File: config.mk
export PLATFORM = sky130hd
export DESIGN_NAME = stable_max_priority_queue_top
export DESIGN_NICKNAME = d
export VERILOG_FILES = /design/src/rtl/smpq_pkg.sv /design/src/rtl/stable_max_priority_queue_top.sv /design/src/rtl/smpq_ctrl.sv /design/src/rtl/smpq_dp.sv
export SDC_FILE = /design/constraint.sdc
export NUM_CORES = 1
export LEC_CHECK = 0
export CELL_PAD_IN_SITES_DETAIL_PLACEMENT = 0
export CELL_PAD_IN_SITES_GLOBAL_PLACEMENT = 1
export CORE_ASPECT_RATIO = 1.75
export CORE_UTILIZATION = 53
export CTS_BUF_LIST = sky130_fd_sc_hd__clkbuf_2
export CTS_CLUSTER_DIAMETER = 200
export DETAILED_ROUTE_END_ITERATION = 8
export DONT_BUFFER_PORTS = 1
export GPL_ROUTABILITY_DRIVEN = 0
export GPL_TIMING_DRIVEN = 1
export PLACE_DENSITY_LB_ADDON = 0.15
export SYNTH_ARGS = -nofsm -noshare
export SYNTH_HDL_FRONTEND = slang
export SYNTH_SLANG_ARGS = --single-unit
File: constraint.sdc
create_clock -name clk -period 5.2 [get_ports clk]
set_input_delay 0.26 -clock clk [delete_from_list [all_inputs] [get_ports clk]]
set_output_delay 0.26 -clock clk [all_outputs]
set_load 0.1 [all_outputs]
File: src/rtl/smpq_pkg.sv
// ----------------------------------------------------------------------------
// smpq_pkg: shared types and constants for the stable max priority queue
// Field widths, status and mode codes, and the controller command word.
// ----------------------------------------------------------------------------
`default_nettype none

package smpq_pkg;

  // default number of queue entries
  localparam int QUEUE_DEPTH_DEF = 16;

  // field widths
  localparam int MODE_W   = 1;
  localparam int TAG_W    = 16;
  localparam int KEY_W    = 10;
  localparam int STATUS_W = 2;
  localparam int WAIT_W   = 5;

  // largest key, 10.00 in hundredths
  localparam logic [KEY_W-1:0] KEY_MAX = 10'd1000;

  // mode codes
  localparam logic [MODE_W-1:0] MODE_ENQ = 1'b0;
  localparam logic [MODE_W-1:0] MODE_DEQ = 1'b1;

  // status codes
  localparam logic [STATUS_W-1:0] ST_ENQUEUED = 2'd0;
  localparam logic [STATUS_W-1:0] ST_DEQUEUED = 2'd1;
  localparam logic [STATUS_W-1:0] ST_EMPTY    = 2'd2;
  localparam logic [STATUS_W-1:0] ST_FULL     = 2'd3;

  // controller to datapath commands
  typedef struct packed {
    logic capture;  // latch the incoming word
    logic commit;   // update the queue and load the result word
  } cmd_t;

endpackage

`default_nettype wire

File: src/rtl/stable_max_priority_queue_top.sv
// ----------------------------------------------------------------------------
// stable_max_priority_queue_top: bounded max priority queue by grade average
// Sorted cell row under a two-state controller; equal keys keep arrival order.
// ----------------------------------------------------------------------------
// Result word: the accepted word is latched in the request register, then
//   committed to the result register; the input stays closed until that commit,
//   and the commit waits while a stalled result still occupies the output register.
// Every operation finishes within its commit since all cells compare in parallel.
// Reset: synchronous, active low; empties the queue and drops any pending result.
`default_nettype none

module stable_max_priority_queue_top #(
  parameter int QUEUE_DEPTH = smpq_pkg::QUEUE_DEPTH_DEF
) (
  input  wire logic                            clk,
  input  wire logic                            rst_n,
  input  wire logic                            in_valid,
  output logic                                 in_stall,
  input  wire logic [smpq_pkg::MODE_W-1:0]     in_mode,
  input  wire logic [smpq_pkg::TAG_W-1:0]      in_student_tag,
  input  wire logic [smpq_pkg::KEY_W-1:0]      in_average,
  output logic                                 out_valid,
  input  wire logic                            out_stall,
  output logic      [smpq_pkg::STATUS_W-1:0]   out_status,
  output logic      [smpq_pkg::TAG_W-1:0]      out_student_tag_res,
  output logic      [smpq_pkg::KEY_W-1:0]      out_average_res,
  output logic      [smpq_pkg::WAIT_W-1:0]     out_waiting_count
);

  smpq_pkg::cmd_t cmd;

  // controller
  smpq_ctrl u_ctrl (
    .clk       (clk),
    .rst_n     (rst_n),
    .in_valid  (in_valid),
    .in_stall  (in_stall),
    .out_valid (out_valid),
    .out_stall (out_stall),
    .cmd       (cmd)
  );

  // datapath
  smpq_dp #(
    .QUEUE_DEPTH (QUEUE_DEPTH)
  ) u_dp (
    .clk                 (clk),
    .rst_n               (rst_n),
    .cmd                 (cmd),
    .in_mode             (in_mode),
    .in_student_tag      (in_student_tag),
    .in_average          (in_average),
    .out_status          (out_status),
    .out_student_tag_res (out_student_tag_res),
    .out_average_res     (out_average_res),
    .out_waiting_count   (out_waiting_count)
  );

endmodule

`default_nettype wire

File: src/rtl/smpq_ctrl.sv
// ----------------------------------------------------------------------------
// smpq_ctrl: sequencing controller
// Two-state machine that takes one word, then commits it once the result
// register is free. Owns the handshake flags of both channels.
// ----------------------------------------------------------------------------
`default_nettype none

module smpq_ctrl (
  input  wire logic         clk,
  input  wire logic         rst_n,
  input  wire logic         in_valid,
  output logic              in_stall,
  output logic              out_valid,
  input  wire logic         out_stall,
  output smpq_pkg::cmd_t    cmd
);

  localparam logic S_IDLE = 1'b0;
  localparam logic S_EXEC = 1'b1;

  logic state_r, state_nxt;
  logic out_valid_r, out_valid_nxt;
  logic out_free;

  // result register can take a new word
  assign out_free = !out_valid_r || !out_stall;

  assign in_stall    = (state_r != S_IDLE);
  assign out_valid   = out_valid_r;
  assign cmd.capture = (state_r == S_IDLE) && in_valid;
  assign cmd.commit  = (state_r == S_EXEC) && out_free;

  // next state
  always_comb begin
    state_nxt = state_r;
    unique case (state_r)
      S_IDLE: if (in_valid) state_nxt = S_EXEC;
      S_EXEC: if (out_free) state_nxt = S_IDLE;
      default: state_nxt = S_IDLE;
    endcase
  end

  // result valid flag
  always_comb begin
    out_valid_nxt = out_valid_r;
    priority if (cmd.commit) out_valid_nxt = 1'b1;
    else if (!out_stall)     out_valid_nxt = 1'b0;
    else                     out_valid_nxt = out_valid_r;
  end

  always_ff @(posedge clk) begin
    if (!rst_n) begin
      state_r     <= S_IDLE;
      out_valid_r <= 1'b0;
    end else begin
      state_r     <= state_nxt;
      out_valid_r <= out_valid_nxt;
    end
  end

endmodule

`default_nettype wire

File: src/rtl/smpq_dp.sv
// ----------------------------------------------------------------------------
// smpq_dp: queue datapath
// Row of sorted cells. Every cell compares its key with the new key at once,
// so an insert or a head removal completes within its commit.
// ----------------------------------------------------------------------------
`default_nettype none

module smpq_dp #(
  parameter int QUEUE_DEPTH = smpq_pkg::QUEUE_DEPTH_DEF
) (
  input  wire logic                            clk,
  input  wire logic                            rst_n,
  input  wire smpq_pkg::cmd_t                  cmd,
  input  wire logic [smpq_pkg::MODE_W-1:0]     in_mode,
  input  wire logic [smpq_pkg::TAG_W-1:0]      in_student_tag,
  input  wire logic [smpq_pkg::KEY_W-1:0]      in_average,
  output logic      [smpq_pkg::STATUS_W-1:0]   out_status,
  output logic      [smpq_pkg::TAG_W-1:0]      out_student_tag_res,
  output logic      [smpq_pkg::KEY_W-1:0]      out_average_res,
  output logic      [smpq_pkg::WAIT_W-1:0]     out_waiting_count
);

  localparam int CW = $clog2(QUEUE_DEPTH + 1);

  // latched request
  logic [smpq_pkg::MODE_W-1:0] mode_r;
  logic [smpq_pkg::TAG_W-1:0]  tag_r;
  logic [smpq_pkg::KEY_W-1:0]  key_r;

  // cells and fill count
  logic [smpq_pkg::KEY_W-1:0] cell_key_r [QUEUE_DEPTH];
  logic [smpq_pkg::TAG_W-1:0] cell_tag_r [QUEUE_DEPTH];
  logic [smpq_pkg::KEY_W-1:0] cell_key_nxt [QUEUE_DEPTH];
  logic [smpq_pkg::TAG_W-1:0] cell_tag_nxt [QUEUE_DEPTH];
  logic [CW-1:0]              count_r, count_nxt;
  logic [QUEUE_DEPTH-1:0]     ge;

  // result word
  logic [smpq_pkg::STATUS_W-1:0] status_r, status_nxt;
  logic [smpq_pkg::TAG_W-1:0]    res_tag_r, res_tag_nxt;
  logic [smpq_pkg::KEY_W-1:0]    res_key_r, res_key_nxt;
  logic [smpq_pkg::WAIT_W-1:0]   wait_r;

  logic empty, full, do_enq, do_deq;

  assign empty  = (count_r == '0);
  assign full   = (count_r == CW'(QUEUE_DEPTH));
  assign do_enq = (mode_r == smpq_pkg::MODE_ENQ) && !full;
  assign do_deq = (mode_r == smpq_pkg::MODE_DEQ) && !empty;

  // request capture, key saturates at 10.00
  always_ff @(posedge clk) begin
    if (cmd.capture) begin
      mode_r <= in_mode;
      tag_r  <= in_student_tag;
      key_r  <= (in_average > smpq_pkg::KEY_MAX) ? smpq_pkg::KEY_MAX : in_average;
    end
  end

  // per-cell compare: occupied cell keeps its place when key >= new key
  always_comb begin
    for (int i = 0; i < QUEUE_DEPTH; i++) begin
      ge[i] = (CW'(i) < count_r) && (cell_key_r[i] >= key_r);
    end
  end

  // per-cell next value
  always_comb begin
    for (int i = 0; i < QUEUE_DEPTH; i++) begin
      cell_key_nxt[i] = cell_key_r[i];
      cell_tag_nxt[i] = cell_tag_r[i];
      if (do_deq) begin
        if (i < QUEUE_DEPTH - 1) begin
          cell_key_nxt[i] = cell_key_r[(i + 1) % QUEUE_DEPTH];
          cell_tag_nxt[i] = cell_tag_r[(i + 1) % QUEUE_DEPTH];
        end
      end else if (do_enq && !ge[i]) begin
        if (i == 0 || ge[(i + QUEUE_DEPTH - 1) % QUEUE_DEPTH]) begin
          cell_key_nxt[i] = key_r;
          cell_tag_nxt[i] = tag_r;
        end else begin
          cell_key_nxt[i] = cell_key_r[(i + QUEUE_DEPTH - 1) % QUEUE_DEPTH];
          cell_tag_nxt[i] = cell_tag_r[(i + QUEUE_DEPTH - 1) % QUEUE_DEPTH];
        end
      end
    end
  end

  // count and result word
  always_comb begin
    count_nxt   = count_r;
    res_tag_nxt = '0;
    res_key_nxt = '0;
    priority if (mode_r == smpq_pkg::MODE_DEQ && empty) begin
      status_nxt = smpq_pkg::ST_EMPTY;
    end else if (mode_r == smpq_pkg::MODE_DEQ) begin
      status_nxt  = smpq_pkg::ST_DEQUEUED;
      res_tag_nxt = cell_tag_r[0];
      res_key_nxt = cell_key_r[0];
      count_nxt   = count_r - CW'(1);
    end else if (full) begin
      status_nxt = smpq_pkg::ST_FULL;
    end else begin
      status_nxt = smpq_pkg::ST_ENQUEUED;
      count_nxt  = count_r + CW'(1);
    end
  end

  // cell storage, no reset: only occupied cells are ever read
  always_ff @(posedge clk) begin
    if (cmd.commit) begin
      for (int i = 0; i < QUEUE_DEPTH; i++) begin
        cell_key_r[i] <= cell_key_nxt[i];
        cell_tag_r[i] <= cell_tag_nxt[i];
      end
    end
  end

  // fill count
  always_ff @(posedge clk) begin
    if (!rst_n) begin
      count_r <= '0;
    end else if (cmd.commit) begin
      count_r <= count_nxt;
    end
  end

  // result register
  always_ff @(posedge clk) begin
    if (cmd.commit) begin
      status_r  <= status_nxt;
      res_tag_r <= res_tag_nxt;
      res_key_r <= res_key_nxt;
      wait_r    <= smpq_pkg::WAIT_W'(count_nxt);
    end
  end

  assign out_status          = status_r;
  assign out_student_tag_res = res_tag_r;
  assign out_average_res     = res_key_r;
  assign out_waiting_count   = wait_r;

endmodule

`default_nettype wire

; Word-level counts from Yosys, hierarchy flattened
; Memory sizes are Yosys's and may differ from the RTL's.
; Cells that the tools add are included.
; Widths: inputs -> output; s select.
[word_totals]
regBits = 67
ram_bits = 416
input_bits = 31
wordCells = 217
mem_count = 2
[op_classes]
add_sub_neg = 2
n_lt_le_gt_ge = 33
eq_ne = 2
n_mux = 106
bitwise_logic = 2
n_reduce_logical = 60
[memory_table]
columns = name, depth, word_bits, rd, rd_ports_with_merged_regs, wr, line_no
row1 = u_dp.cell_tag_r, 16, 16, 16, 0, 16, smpq_dp.sv:32  ; logic [smpq_pkg::TAG_W-1:0] cell_tag_r [QUEUE_DEPTH];
row2 = u_dp.cell_key_r, 16, 10, 16, 0, 16, smpq_dp.sv:31  ; logic [smpq_pkg::KEY_W-1:0] cell_key_r [QUEUE_DEPTH];
[ops]
columns = op, count
row1 = $mux 16, 47
row2 = $mux 10, 47
row3 = $ge 10x10->1, 16
row4 = $lt 4x5->1 const A, 8
row5 = $logic_and 1x1->1, 37
row6 = $logic_not 1->1, 20
row7 = $lt 3x5->1 const A, 4
row8 = $mux 5, 3
row9 = $gt 10x10->1 const B, 1
row10 = $lt 1x5->1 const A, 2
row11 = $lt 2x5->1 const A, 2
row12 = $mux 1, 6
row13 = $add 5x1->5 const B, 1
row14 = $eq 5x5->1 const B, 1
row15 = $logic_not 5->1, 1
row16 = $sub 5x1->5 const B, 1
row17 = $mux 2, 2
row18 = $ne 2x1->1 const B, 1
row19 = $not 1->1, 2
row20 = $pmux 1 s2, 1
row21 = $reduce_or 2->1, 1
row22 = $logic_or 1x1->1, 1

; Longest topological paths before layout
; Gate-level depths: netlist (run 1).
[logic_depth]
word_depth = 6
ltp_mapped = 10
ltp_nobuf = 8

; Hierarchy
; Synthesis (run 1) repeated with hierarchy kept, for this count alone.
[unflattened]
hier_cells = 2475
hier_area_um2 = 26610.5
[modules_own_cells]
columns = mod, instances, cells_per_inst, area_per_inst_um2, seq_area_each_um2
row1 = smpq_dp, 1, 2466, 26521.7, 14393.8
row2 = smpq_ctrl, 1, 9, 88.8, 40.0

; Worst setup path after synthesis (run 1)
; No wires, ideal clock.
[synth_path]
kind = register to register
startpoint = register u_ctrl.state_r (netlist: u_ctrl.in_stall)
endpoint = memory u_dp.cell_key_r[1][70] (netlist name) (enable)
arrival_ps = 4275
required_ps = 4755
path_slack_ps = 480
path_stages_with_launch = 6
n_path_buf = 0
synth_period_minus_slack_ps = 4720
path_cell_list = dfxtp_1 -> nand2_1 -> inv_1 -> and2_1 -> nand2_1 -> o21ai_0
[synth_rtl]
columns = item, line_no
row1 = start: declaration, smpq_ctrl.sv:21  ; logic state_r, state_nxt;
row2 = start signal: assignment, smpq_ctrl.sv:56  ; state_r <= state_nxt;
row3 = end: declaration, smpq_dp.sv:31

==> flow_summary_export.csv, run 1 <==
group,metric,value,unit
status,status,"finished clean",
synthesis,ys_seq_area_share,52.4,%
setup_path,cp_common_cell,"nand2_1",
sta,fmax,239,MHz
floorplanning,num_rows,110,
floorplanning,io_pins,66,
clock_network,cts_buffers,114,
pwr,switchingPower,3.33,mW
global_route,grt_pass1_vias,21500,
route,routed_wl,80300,um
sta,rsz0062_at_grt,"false",
route,drt_iter0_markers,2473,
setup_path,max_stage_delay,0.92,ns
setup_path,critPathBufInv,1,
clock_network,cts_tree,"done",
synthesis,syn-num-nets,2828,
synthesis,ys_warn_count,0,
sta,worstMarginPinSlew,1.34,ns
global_route,track_usage,30.2,%
sta,finalCriticalPeriod,4.18,ns
sta,slew_violations,0,
floorplanning,core-area,0.0513,mm2
global_route,grt.overflow.total,0,
synthesis,yosysMostFrequentCell,"edfxtp_1",
floorplanning,die_area,0.0530,mm2
clock_network,clk_pin_slew,0.12,ns
sta,fin_crit_sh,80.3,%
synthesis,ys_seq_elements,483,
setup_path,path_cells,"inv_1 -> ha_1 -> a211oi_1 -> o21ai_0 -> a211o_1 -> nand2_1 -> nand2_1 -> a31oi_1",
min_path,hold_class,"input port to flop",
sta,slew_headroom,10.5,%
setup_path,end_kind,"flop",
pwr,combPwrFrac,21.9,%
pwr,seqPwrFrac,52.2,%
synthesis,async_reset_ff_share,0,%
placement,port_buffers,0,
synthesis,avgSynthCellArea,10.5,um2
setup_path,crit_required,6.17,ns
finish,drive_gt1_share,14.9,%
route,vias,21700,
setup_path,reg2reg_slack,1.02,ns
synthesis,synthTopCellsByCount,"476 x edfxtp_1, 400 x nand2_1, 288 x nor2_1",
setup_path,startpoint_type,"flop",
sta,setup_viol,0,
pwr,clkPwrFrac,25.9,%
sta,setup_tns,0,ns
setup_path,path_class,"flop to flop",
global_route,grt_pass1_wl,124000,um
route,drc_errors,0,
clock_network,postCtsSetupBuffers,0,
run,max_cap_violations,0,
pwr,sw_frac_of_total,33.8,%
global_route,grt_max_degree,91,
route,drtPass1Iterations,6,
setup_path,path_depth,8,
synthesis,synth_top_area_share,51.8,%
floorplanning,start_util,53.7,%
setup_path,r2r_cells,8,
clock_network,clock_latency,1.20,ns
sta,hold_viol_final,0,
synthesis,syn_area,0.0276,mm2
placement,place_hpwl,54100,um
setup_path,crit_slowest_cell,"nand2_1",
route,via_per_inst,6.31,
synthesis,synth_flop_cell,"edfxtp_1",
setup_path,critical_path.top_delay_family,"simple AND/OR/NAND/NOR gates",
synthesis,synth_area_leaders,"edfxtp_1 52%, ha_1 7.4%, nand2_1 5.4%, nor2_1 3.9%, o221a_2 3.4%",
global_route,antenna_found_initial,1,
finish,finalNetCount,2869,
pwr,p_int,6.53,mW
min_path,min_path_cells,2,
finish,utilization,58.2,%
clock_network,cts_max_path_buffers,3,
clock_network,h-tree-depth,3,
floorplanning,die_w,174,um
pwr,p_per_area,330,mW/mm2
synthesis,yosys.cell_types.count,58,
pwr,ir_drop,204,uV
finish,syn_to_final_growth,8.31,%
setup_path,cp.arrival,5.14,ns
route,postRouteAntennaNets,0,
clock_network,clock-sinks,483,
synthesis,synthCells,2634,
clock_network,root_buffer,"clkbuf_2",
route,routedWlPerCell,23.4,um
synthesis,synth_edf_count,476,
sta,fin_skew,0.0977,ns
pwr,leakage,11.4,nW
setup_path,critPathMaxFanout,26,
floorplanning,fp.dieH,304,um
synthesis,synth.largest_area_cell,"edfxtp_1",
==> what timing repair did <==
action | CTS | global route
hold buffers | 63 | 0
resized for setup | 0 | 0
endpoints found under the hold margin | 94 | 0
==> final cells by class <==
class | count | area [um2]
Inverter | 34 | 128
Timing Repair Buffer | 134 | 1210
Multi-Input combinational cell | 1908 | 12200
Clock inverter | 38 | 195
Fill cell | 4416 | 21500
Sequential cell | 483 | 14400
Tap cell | 672 | 841
Clock buffer | 169 | 846
Antenna cell | 1 | 2.50
==> logic make-up after synthesis <==
| family | count (synthesis) | share of synthesized area, % |
|---|---|---|
| simple gates | 949 | 15.1 |
| compound gates | 723 | 18.5 |
| flops | 483 | 52.4 |
| buf+inv | 243 | 3.84 |
| fa+ha+maj | 163 | 7.40 |
| mux | 71 | 2.70 |
| xor+xnor | 2 | 0.0636 |
==> worst register-to-register path, stage by stage, from the launching register on <==
cell and delay (ns):
edfxtp_1 0.81, inv_1 0.66, ha_1 0.52, a211oi_1 0.22, o21ai_0 0.16, a211o_1 0.29, nand2_1 0.92, nand2_1 0.22
a31oi_1 0.23
==> final timing paths <==
path,from,endpoint
worst min register to register,u_dp.cell_tag_r[0][30],u_dp.cell_tag_r[0][14]
worst min-delay path,in_valid,u_dp.key_r[5]
worst max register to register,u_dp.key_r[3],u_dp.cell_key_r[0][23]
worst max-delay path,u_dp.key_r[3],u_dp.cell_key_r[0][23]
==> layout by cell type, fill, tap and decap left out, types with 33 or more instances in the layout <==
cell           netlist  routed
mux2i_1             44      44
o21ai_0             92      91
and2_1              40      40
nor2_1             288     284
nand2_1            400     400
o211ai_1            39      39
dlygate4sd3_1        0      63
nand3_1             50      50
nand2b_1            66      66
edfxtp_1           476     476
a31oi_1            141     139
o221a_2             84      84
a21oi_1            153     146
ha_1               163     163
clkbuf_2             0     169
o21a_1              39      39
inv_1               34      33
or3_1               55      55
a211oi_1            35      35
buf_4                3      67
==> power by group through the flow <==
| stage | Clock, mW | Sequential [mW] | Combinational (mW) |
|---|---|---|---|
| after floorplan | 0 | 5.10 | 1.58 |
| after global placement | 0 | 5.22 | 2.02 |
| after detailed placement | 0 | 5.23 | 2.09 |
| after CTS | 2.63 | 5.14 | 2.13 |
| after global routing | 2.81 | 5.18 | 2.36 |
| final | 2.55 | 5.15 | 2.16 |
==> metal layers <==
metal	part of all wire (%)	track usage (%)
met4	3.1	12.2
met5	0	0
met2	50	51.7
met1	40	38.2
met3	6.8	4.37
==> metrics by stage <==
stage | power [mW] | setup slack, ns | std cells | instance area [um2] | hold WS (ns)
finish | 9.86 | 1.02 | 3439 | 29900 | 0.177
global placement | 7.25 | 1.23 | 3168 | 28200 | 0.359
global route | 10.3 | 0.932 | 3439 | 29900 | 0.146
floorplan | 6.68 | 0.480 | 2634 | 27600 | 0.359
CTS | 9.91 | 1.07 | 3438 | 29900 | 0.0864
detailed placement | 7.31 | 1.09 | 3168 | 28200 | 0.359
==> sequential cells by signal (all words and copies together), names as in the netlist <==
signal                    count
u_dp.out_average_res         10
u_dp.cell_key_r             160
u_ctrl.in_stall               1
u_dp.tag_r                   16
u_dp.out_status               2
u_dp.key_r                   10
u_dp.out_student_tag_res     16
u_dp.count_r                  5
u_ctrl.out_valid              1
u_dp.cell_tag_r             256
u_dp.mode_r                   1
u_dp.out_waiting_count        5
Note: power is estimated with default switching activity, not from simulation.
==> inputs of run 2 (changes only) <==
--- a/config.mk
+++ b/config.mk
@@ -5,10 +5,11 @@
 export SDC_FILE = /design/constraint.sdc
 export NUM_CORES = 1
 export LEC_CHECK = 0
+export ABC_AREA = 1
 export CELL_PAD_IN_SITES_DETAIL_PLACEMENT = 0
 export CELL_PAD_IN_SITES_GLOBAL_PLACEMENT = 1
 export CORE_ASPECT_RATIO = 1.75
-export CORE_UTILIZATION = 53
+export CORE_UTILIZATION = 46
 export CTS_BUF_LIST = sky130_fd_sc_hd__clkbuf_2
 export CTS_CLUSTER_DIAMETER = 200
 export DETAILED_ROUTE_END_ITERATION = 8
==> constraint.sdc (replaced) <==
create_clock -name clk -period 3.6 [get_ports clk]
set_input_delay 0.18 -clock clk [delete_from_list [all_inputs] [get_ports clk]]
set_output_delay 0.18 -clock clk [all_outputs]
set_load 0.1 [all_outputs]
==> run 2 against run 1 <==
  * First-iteration DRC count is 50% lower
  * Utilization is 7.2 points lower
  * Global-route usage is 5.7 points lower
  * Worst hold slack worse by 0.023 ns
  * Worst setup slack worse by 0.69 ns
  * Clock skew is 0.028 ns lower
  * Area after synthesis is 7.6% higher
  * Maximum frequency is 28% higher
  * Combinational power is 58% higher
  * Die area is 24% higher
  * Cell count is 37% higher
  * Critical endpoint is now u_dp.cell_tag_r[0][9]
  * Largest power group unchanged
==> flow_summary_export.csv, run 2 <==
group,metric,value,unit
placement,place_hpwl,55900,um
synthesis,synth_flop_cell,"edfxtp_1",
setup_path,cp.arrival,4.14,ns
synthesis,synthCells,3740,
sta,rsz0062_at_grt,"false",
finish,finalNetCount,4010,
synthesis,syn_area,0.0297,mm2
status,status,"finished clean",
synthesis,synth_top_area_share,48.2,%
clock_network,cts_max_path_buffers,3,
finish,largest_registers,"u_dp.cell_tag_r (256), u_dp.cell_key_r (160)",
global_route,track_usage,24.5,%
sta,slew_headroom,9.28,%
route,via_per_inst,5.13,
floorplanning,core-area,0.0635,mm2
synthesis,avgSynthCellArea,7.93,um2
sta,fmax,306,MHz
setup_path,startpoint_type,"flop",
synthesis,ys_seq_elements,483,
sta,worstMarginPinSlew,1.36,ns
route,drt_iter0_markers,1227,
synthesis,yosys.cell_types.count,33,
setup_path,end_kind,"flop",
sta,fin_skew,0.0694,ns
run,max_cap_violations,0,
finish,fillers,6318,
clock_network,h-tree-depth,3,
sta,timing.hold.ws,0.155,ns
clock_network,clock-sinks,483,
route,drtPass1Iterations,6,
sta,setup_tns,0,ns
finish,syn_to_final_growth,9.18,%
min_path,hold_class,"input port to flop",
floorplanning,die_w,194,um
setup_path,crit_required,4.47,ns
route,routed_wl,79700,um
floorplanning,fp.dieH,338,um
clock_network,clk_pin_slew,0.10,ns
sta,slew_violations,0,
synthesis,synth.largest_area_cell,"edfxtp_1",
clock_network,clock_latency,1.24,ns
synthesis,ys_seq_area_share,48.7,%
synthesis,syn-num-nets,3934,
clock_network,root_buffer,"clkbuf_2",
synthesis,synth_edf_count,476,
synthesis,synth_area_leaders,"edfxtp_1 48%, nand2_1 17%, nand3_1 13%, ha_1 6.9%, inv_1 6.2%",
floorplanning,num_rows,122,
floorplanning,io_pins,66,
clock_network,cts_tree,"done",
finish,layout_commonest_cell,"nand2_1",
setup_path,path_class,"flop to flop",
synthesis,synthTopCellsByCount,"1,330 x nand2_1, 761 x nand3_1, 492 x inv_1",
global_route,grt_pass1_wl,129000,um
pwr,ir_drop,236,uV
sta,setup_viol,0,
synthesis,async_reset_ff_share,0,%
placement,port_buffers,0,
floorplanning,start_util,46.7,%
finish,drive_gt1_share,7.67,%
global_route,antenna_found_initial,1,
floorplanning,die_area,0.0655,mm2
sta,finalCriticalPeriod,3.27,ns
clock_network,postCtsSetupBuffers,0,
setup_path,critPathMaxFanout,26,
global_route,grt.overflow.total,0,
global_route,grt_max_degree,219,
synthesis,yosysMostFrequentCell,"nand2_1",
finish,top_register,"u_dp.cell_tag_r",
clock_network,cts_buffers,120,
pwr,p_per_area,446,mW/mm2
route,drc_errors,0,
route,vias,24200,
sta,fin_crit_sh,90.8,%
route,postRouteAntennaNets,0,
global_route,grt_pass1_vias,25000,
finish,mostFrequentLayoutCells,"1,330 x nand2_1, 761 x nand3_1, 491 x inv_1, 476 x edfxtp_1, 173 x clkbuf_2",
synthesis,ys_warn_count,0,
pwr,leakage,15.8,nW
route,routedWlPerCell,16.9,um
finish,largest_reg_flops,256,
sta,hold_viol_final,0,
## run 2: changes by cell type in the layout (fill, tap and decap cells not counted), moves of 101 or more
cell / previous run / this run
nor2_1: 284 / 100
inv_1: 33 / 491
a21oi_1: 146 / 45
nand3_1: 50 / 761
a31oi_1: 139 / 0
nand2_1: 400 / 1330
## run 2: critical path, cell delays in order (launching register included)
cell	delay [ns]
dfxtp_1	0.53
inv_1	0.19
ha_1	0.28
inv_1	0.07
nor2_1	0.05
nand2_1	0.19
nand2_8	0.19
nand2_1	0.13
nand2_1	0.11
inv_1	0.54
o21ai_0	0.19
inv_1	0.10
buf_4	0.36
## run 2: final timing paths
kind / startpoint / end / slack, ns / cells past startpoint
max: u_dp.count_r[0] / u_dp.cell_tag_r[0][9] / 0.33 / 12
min: in_mode / u_dp.mode_r / 0.15 / 2
min reg2reg: u_dp.cell_tag_r[1][118] / u_dp.cell_tag_r[1][102] / 0.53 / 2
max reg2reg: u_dp.count_r[0] / u_dp.cell_tag_r[0][9] / 0.33 / 12
## run 2: kinds of logic after synthesis
kind of cell,share of synthesized area [%]
xor gates and xnor gates,0.0591
and+or+nand+nor,31.5
buffers and inverters,9.74
adders and majority gates,6.88
DFF,48.7
AOI/OAI and AO/OA,3.16
## run 2: power by group
part,internal [mW],switching [mW]
logic,1.05,2.36
clock network,1.30,2.41
registers,6.88,0.435
## run 2: cell type report
| cell class | count | area, um2 | area share (%) |
|---|---|---|---|
| antenna | 1 | 2.50 | 0.00773 |
| inverter | 498 | 1880 | 5.80 |
| sequential | 483 | 14400 | 44.6 |
| tap | 806 | 1010 | 3.11 |
| multi-input combinational | 2546 | 12400 | 38.2 |
| clock buffer | 173 | 866 | 2.67 |
| timing repair buffer | 167 | 1650 | 5.09 |
| clock inverter | 44 | 184 | 0.568 |
## run 2: metrics by stage
| step | std cells | setup WS [ns] | util (%) | power, mW | cell area, um2 |
|---|---|---|---|---|---|
| 2_1_floorplan | 3740 | 0.160 | - | 9.80 | 29700 |
| 3_3_place_gp | 4417 | 0.395 | 48.0 | 10.7 | 30500 |
| 3_5_place_dp | 4417 | 0.355 | 48.0 | 10.8 | 30500 |
| 4_1_cts | 4717 | 0.373 | 51.0 | 14.6 | 32400 |
| 5_1_grt | 4718 | 0.0640 | 51.0 | 15.3 | 32400 |
| 6_report | 4718 | 0.330 | 51.0 | 14.4 | 32400 |
## run 2: metal layers
metal	vias to the layer above	wire [um]	GRT usage, %
met5	-	0	0
met4	0	3060	12.2
met3	176	3030	3.03
met2	580	43900	48.6
met1	11000	29800	25.1
li1	12400	-	-
## run 2: timing repair
item | CTS | global route
resized for setup | 0 | 0
hold buffers | 83 | 0
hold endpoints to repair | 115 | 0
